$ cat src/design/sli_pkg.sv
// Shared types and constants for the sorted list block.
`default_nettype none

package sli_pkg;

  localparam int unsigned CAPACITY = 16;
  localparam int unsigned CNT_W    = $clog2(CAPACITY + 1);
  localparam int unsigned KEY_W    = 8;

  typedef enum logic [0:0] {
    OP_INSERT = 1'b0,
    OP_DELETE = 1'b1
  } opcode_e;

  typedef enum logic [1:0] {
    ST_DONE      = 2'd0,
    ST_NOT_FOUND = 2'd1,
    ST_FULL      = 2'd2
  } status_e;

  typedef struct packed {
    opcode_e           opcode;
    logic [KEY_W-1:0]  key;
  } sli_cmd_t;

  typedef struct packed {
    status_e     status;
    logic [3:0]  position;
    logic [4:0]  count;
  } sli_res_t;

  // Broadcast from the top level to every cell in the row.
  typedef struct packed {
    logic              ins_en;
    logic              del_en;
    logic [KEY_W-1:0]  key;
  } sli_ctrl_t;

endpackage : sli_pkg

`default_nettype wire

$ cat src/design/sli_cell.sv
// One list entry: compares against the broadcast key and shifts with its neighbours.
`default_nettype none

module sli_cell
  import sli_pkg::*;
(
  input  wire logic             clk_i,
  input  wire sli_ctrl_t        ctrl_i,
  input  wire logic             valid_i,      // entry lies below the fill count
  input  wire logic             left_lt_i,    // left neighbour holds a smaller key (1 at head)
  input  wire logic [KEY_W-1:0] left_entry_i,
  input  wire logic [KEY_W-1:0] right_entry_i,
  output logic                  lt_o,
  output logic                  eq_o,
  output logic [KEY_W-1:0]      entry_o
);

  logic [KEY_W-1:0] entry_q;
  logic [KEY_W-1:0] entry_d;

  assign lt_o    = valid_i && (entry_q < ctrl_i.key);
  assign eq_o    = valid_i && (entry_q == ctrl_i.key);
  assign entry_o = entry_q;

  always_comb begin
    entry_d = entry_q;
    if (ctrl_i.ins_en && !lt_o) begin
      // first non-smaller cell takes the key, the rest move up a place
      entry_d = left_lt_i ? ctrl_i.key : left_entry_i;
    end else if (ctrl_i.del_en && !lt_o) begin
      entry_d = right_entry_i;
    end
  end

  always_ff @(posedge clk_i) begin
    entry_q <= entry_d;
  end

endmodule : sli_cell

`default_nettype wire

$ cat src/design/sorted_list_insert_delete.sv
// Top level of the sorted list: a row of entry cells, the fill count and the result register.
//
// Keeps up to CAPACITY byte keys in ascending order. A transaction is taken
// on any edge with start high and busy low; busy is never raised, so one
// transaction is taken every cycle. Every cell compares its key against the
// command key in the same cycle and moves by at most one place, so the whole
// update completes in the cycle of acceptance and the next transaction sees
// the new list. The result appears on res_o in the cycle after acceptance, with
// res_valid_o high for exactly that cycle; the receiver cannot stall it, so
// it must be captured then. Insert into a full list is dropped with status
// full; delete of an absent key leaves the list alone with status not found.
// Equal keys on insert go in front of existing equal entries.
`default_nettype none

module sorted_list_insert_delete
  import sli_pkg::*;
(
  input  wire logic     clk_i,
  input  wire logic     rst_ni,
  input  wire logic     start,
  output logic          busy,
  input  wire sli_cmd_t cmd_i,
  output logic          res_valid_o,
  output sli_res_t      res_o
);

  logic [CNT_W-1:0] count_q, count_d;
  logic             res_valid_q;
  sli_res_t         res_q, res_d;

  sli_ctrl_t        ctrl;
  logic [CAPACITY-1:0] lt, eq, valid;
  logic [KEY_W-1:0] entry [CAPACITY];

  logic             is_insert;
  logic             full;
  logic             found;
  logic [CNT_W-1:0] pos_cnt;
  logic [31:0]      pos_ext;
  logic [31:0]      cnt_ext;

  // every operation completes in its cycle of acceptance, so busy is never raised
  assign busy = 1'b0;

  assign is_insert = (cmd_i.opcode == OP_INSERT);
  assign full      = (count_q == CNT_W'(CAPACITY));
  assign found     = |eq;
  // lt is a run of ones from the head, so its length is both the
  // insertion point and the index of the first equal key
  assign pos_cnt   = CNT_W'($countones(lt));

  assign ctrl.key    = cmd_i.key;
  assign ctrl.ins_en = start && is_insert && !full;
  assign ctrl.del_en = start && !is_insert && found;

  // ---- row of cells -------------------------------------------------------
  for (genvar j = 0; j < CAPACITY; j++) begin : g_cell
    logic             left_lt;
    logic [KEY_W-1:0] left_entry;
    logic [KEY_W-1:0] right_entry;

    assign valid[j] = (count_q > CNT_W'(j));

    if (j == 0) begin : g_head
      assign left_lt    = 1'b1;
      assign left_entry = '0;
    end else begin : g_body
      assign left_lt    = lt[j-1];
      assign left_entry = entry[j-1];
    end

    if (j == CAPACITY - 1) begin : g_tail
      assign right_entry = '0;
    end else begin : g_mid
      assign right_entry = entry[j+1];
    end

    sli_cell u_cell (
      .clk_i        (clk_i),
      .ctrl_i       (ctrl),
      .valid_i      (valid[j]),
      .left_lt_i    (left_lt),
      .left_entry_i (left_entry),
      .right_entry_i(right_entry),
      .lt_o         (lt[j]),
      .eq_o         (eq[j]),
      .entry_o      (entry[j])
    );
  end

  // ---- count and result ---------------------------------------------------
  always_comb begin
    count_d = count_q;
    if (ctrl.ins_en) begin
      count_d = count_q + CNT_W'(1);
    end else if (ctrl.del_en) begin
      count_d = count_q - CNT_W'(1);
    end
  end

  assign pos_ext = 32'(pos_cnt);
  assign cnt_ext = 32'(count_d);

  always_comb begin
    res_d.count    = cnt_ext[4:0];
    res_d.position = pos_ext[3:0];
    res_d.status   = ST_DONE;
    if (is_insert && full) begin
      res_d.status   = ST_FULL;
      res_d.position = '0;
    end else if (!is_insert && !found) begin
      res_d.status   = ST_NOT_FOUND;
      res_d.position = '0;
    end
  end

  always_ff @(posedge clk_i or negedge rst_ni) begin
    if (!rst_ni) begin
      count_q     <= '0;
      res_valid_q <= 1'b0;
    end else begin
      count_q     <= count_d;
      res_valid_q <= start;
    end
  end

  always_ff @(posedge clk_i) begin
    if (start) begin
      res_q <= res_d;
    end
  end

  assign res_valid_o = res_valid_q;
  assign res_o       = res_q;

  // ---- assertions ---------------------------------------------------------
  a_count_bound : assert property (@(posedge clk_i) disable iff (!rst_ni)
    count_q <= CNT_W'(CAPACITY))
    else $error("fill count above capacity");

  a_sorted_prefix : assert property (@(posedge clk_i) disable iff (!rst_ni)
    (lt & (lt + CAPACITY'(1))) == '0)
    else $error("smaller-key flags not a prefix: list out of order");

  a_result_follows : assert property (@(posedge clk_i) disable iff (!rst_ni)
    res_valid_o |-> $past(start))
    else $error("result without a preceding transaction");

  a_delete_count : assert property (@(posedge clk_i) disable iff (!rst_ni)
    (start && !is_insert && found) |=> (count_q == $past(count_q) - CNT_W'(1)))
    else $error("successful delete did not drop the count");

  a_full_hold : assert property (@(posedge clk_i) disable iff (!rst_ni)
    (start && is_insert && full) |=> $stable(count_q))
    else $error("insert into full list changed the count");

endmodule : sorted_list_insert_delete

`default_nettype wire

$ cat config.mk
export PLATFORM = sky130hd
export DESIGN_NAME = sorted_list_insert_delete
export DESIGN_NICKNAME = d
export VERILOG_FILES = /design/src/design/sli_pkg.sv /design/src/design/sli_cell.sv /design/src/design/sorted_list_insert_delete.sv
export SDC_FILE = /design/constraint.sdc
export NUM_CORES = 1
export LEC_CHECK = 0
export ABC_CLOCK_PERIOD_IN_PS = 8500
export BUFFER_PORTS_ARGS = -buffer_cell sky130_fd_sc_hd__buf_2
export CAP_MARGIN = 10
export CORE_ASPECT_RATIO = 1.25
export CORE_UTILIZATION = 40
export CTS_BUF_LIST = sky130_fd_sc_hd__clkbuf_4 sky130_fd_sc_hd__clkbuf_8 sky130_fd_sc_hd__clkbuf_16
export CTS_CLUSTER_DIAMETER = 200
export CTS_CLUSTER_SIZE = 8
export DETAILED_ROUTE_END_ITERATION = 8
export SYNTH_ARGS = -nofsm -noshare
export SYNTH_HDL_FRONTEND = slang
export SYNTH_SLANG_ARGS = --single-unit
$ cat constraint.sdc
create_clock -name clk_i -period 8.5 [get_ports clk_i]
set_input_delay 0 -clock clk_i [delete_from_list [all_inputs] [get_ports clk_i]]
set_output_delay 0 -clock clk_i [all_outputs]
set_load 0.03 [all_outputs]
==> results.sh <==
export IMPL_outcome="complete, no violations"
export IMPL_clkTransAtPathRegs_ns=0.06
export IMPL_critPathMostFrequentCell="fa_1"
export IMPL_initial_antenna_violation_count=0
export IMPL_synth_edf_count=139
export IMPL_ioPinCount=25
export IMPL_reg2reg_depth=16
export IMPL_clock_skew_ns=0.0162
export IMPL_ctsHtreeMaxLevel=4
export IMPL_synth_cell_area_mm2=0.0110
export IMPL_crit_path_end_kind="flop"
export IMPL_cp_slowest_stage_delay_ns=0.79
export IMPL_design_core_area_mm2=0.0270
export IMPL_avgViaCountPerCell=5.96
export IMPL_tritoncts_clock_tree="yes"
export IMPL_worstMarginPinSlew_ns=1.06
export IMPL_critical_path_top_delay_family="adder cells"
export IMPL_number_of_nets_produced_by_synthesis=1191
export IMPL_clockBufferDepth=2
export IMPL_portion_of_the_clock_cycle_consumed_by_the_worst_path_in_the_final_layout_pct=68.0
export IMPL_final_layout_size_suffix_gt1_share_pct=15.0
export IMPL_grt_busiest_layer="met2"
export IMPL_grt_first_pass_wirelength_um=50600
export IMPL_worst_path_stages=16
export IMPL_max_clock_freq_mhz=173
export IMPL_first_global_vias=8468
export IMPL_syn_mean_instance_area_um2=10.7
export IMPL_die_w_um=151
export IMPL_via_count=8376
export IMPL_hold_path_depth=2
export IMPL_cellLeakagePower_nw=5.06
export IMPL_grt_util_met1_pct=28.2
export IMPL_sequential_cell_area_fraction_in_the_yosys_report_pct=39.2
export IMPL_critPathMaxFanout=13
export IMPL_wl_um=32900
export IMPL_antenna_cells_inserted=0
export IMPL_synth_async_sr_flop_share_pct=4.14
export IMPL_drv_max_cap_violation_count=0
export IMPL_synthesized_instance_count=1030
export IMPL_period_needed_ns=5.78
export IMPL_fin_nets=1209
export IMPL_vdd_ir_drop_worst_v=0.000269
export IMPL_finalWeightedCongestion=0.968
export IMPL_finish_instance_area_mm2=0.0121
export IMPL_cts_buffers=17
export IMPL_overflow=0
export IMPL_arrival_ns=5.97
export IMPL_timing_max_slew_rel_slack_pct=29.1
export IMPL_regArea_mm2=0.00432
export IMPL_post_dp_hpwl_um=24100
export IMPL_grt_usage_pct=24.3
export IMPL_report_final_hold_viol_count=0
export IMPL_timing_setup_critical_path_class="reg2reg"
export IMPL_power_density_cell_area_mw_per_mm2=275
export IMPL_ant_nets=0
export IMPL_synth_yosys_warnings=0
export IMPL_final_number_of_max_transition_violations=0
export IMPL_areaGrowthSynthToFinish_pct=9.75
export IMPL_yosys_register_bits=145
export IMPL_layout_common_cells="139 x ha_1, 139 x edfxtp_1, 89 x o21ai_0, 89 x a21oi_1, 88 x mux2i_1"
export IMPL_grt_use_met3_pct=3.53
export IMPL_root_buffer="clkbuf_16"
export IMPL_drt_iter0_markers=530
export IMPL_start_kind="flop"
export IMPL_grt_start_max_net_pins=46
export IMPL_hold_ws_ns=0.138
export IMPL_fp_dieArea_mm2=0.0283
export IMPL_routedWlPerCell_um=23.4
export IMPL_worstPathCellList="inv_1, ha_1, o21ai_0, nand2_1, a31oi_2, fa_1, fa_1, fa_1, inv_1, fa_1, inv_1, ha_1, a21o_1, a21oi_1, xor2_1, nor2_1"
export IMPL_worstPathBufferInverterCount=3
export IMPL_worstHoldPathType="in2reg"
export IMPL_setup_total_negative_slack_ns=0
export IMPL_setup_viol=0
export IMPL_initial_core_util_pct=40.9
export IMPL_crit_path_top_delay_cell="a31oi_2"
export IMPL_post_route_drc_count=0
export IMPL_drt_pass1_iterations=5
export IMPL_netlist_cell_type_count=67
export IMPL_yosys_most_used_dff="edfxtp_1"
export IMPL_rsz0062_at_grt="no"
export IMPL_crit_required_ns=8.69
export IMPL_area_of_the_multi_input_gates_mm2=0.00629
export IMPL_use_met2_pct=42.4
export IMPL_rows=67
export IMPL_clock_sinks=145
export IMPL_num_fill_cells=2551
export IMPL_clk_latency_ns=0.44
export IMPL_port_buffer_count=23
export IMPL_placedInstanceArea_mm2=0.0115
export IMPL_die_h_um=188
-- cell families after synthesis --
logic type | synth area share (%)
fa+ha+maj | 17.6
simple gates | 10.9
xor+xnor | 0.397
compound gates | 14.7
other cells | 0.0340
buf+inv | 4.15
flops | 39.2
mux | 13.1
-- stage by stage --
| step | setup WS, ns | utilization [%] | power, W | instances |
|---|---|---|---|---|
| floorplan | 3.44 | - | 0.00221 | 1030 |
| global placement | 2.56 | 42.6 | 0.00259 | 1370 |
| detailed placement | 2.56 | 42.6 | 0.00260 | 1370 |
| CTS | 2.74 | 44.9 | 0.00334 | 1406 |
| global route | 2.37 | 44.9 | 0.00357 | 1406 |
| finish | 2.72 | 44.9 | 0.00333 | 1406 |
-- registers in the layout (all words and copies together), names as in the netlist --
name / cells
res_o: 11
g_cell.u_cell.entry_o: 128
res_valid_o: 1
count_q: 5
-- routing by layer --
layer / share of wire (%) / routed length (um)
met5: 0 / 0
met4: 5.3 / 1750
met3: 4.0 / 1300
met2: 51 / 16700
met1: 40 / 13100
-- Yosys cell counts (all sizes together) (4+ instances only) --
cell	n	share of area (%)
edfxtp	139	38
ha	139	16
o21ai	96	4.4
a21oi	90	4.1
mux2i	88	8.0
nand2	69	2.3
inv	57	1.9
mux2	50	5.1
nor2	46	2.3
nand4	32	1.9
clkbuf	26	0.88
nor2b	22	1.2
buf	19	1.3
nor3	18	0.86
o21a	17	1.2
a21o	16	1.1
nand3	11	0.50
fa	10	1.8
a31oi	9	0.51
a211o	8	0.65
a211oi	6	0.41
dfrtp	6	1.4
and2	5	0.31
nand2b	4	0.23
o211ai	4	0.27
or3	4	0.27
xor2	4	0.32
-- report_power, final --
part / leakage [nW] / switching, W / internal [W]
registers: 1.35 / 0.000133 / 0.000960
clock network: 0.277 / 0.000302 / 0.000430
logic: 3.43 / 0.000883 / 0.000618
total: 5.06 / 0.00132 / 0.00201
-- timing repair --
item / CTS / global route
setup buffers: 0 / 0
hold buffers: 4 / 0
endpoints found under the hold margin: 17 / 0
gates resized for setup: 0 / 0
-- final timing paths --
path	start	end	slack, ns
max in group asynchronous	rst_ni	count_q[3]	7.77
setup / recovery	count_q[0]	res_o[8]	2.72
setup reg to reg	count_q[0]	res_o[8]	2.72
min in group asynchronous	rst_ni	res_valid_o	0.51
hold reg to reg	g_cell[13].u_cell.entry_o[0]	g_cell[12].u_cell.entry_o[0]	0.59
hold / removal	cmd_i[0]	g_cell[0].u_cell.entry_o[0]	0.14
-- area by class of cell --
cell class	count	area share [%]
multi-input cells	783	52.0
flip-flops and latches	145	35.7
clock buffers	23	3.99
well taps	345	3.56
repair buffers	44	2.33
inverters	57	1.77
clock inverters	9	0.702
Power figures use the tool's default switching activity.
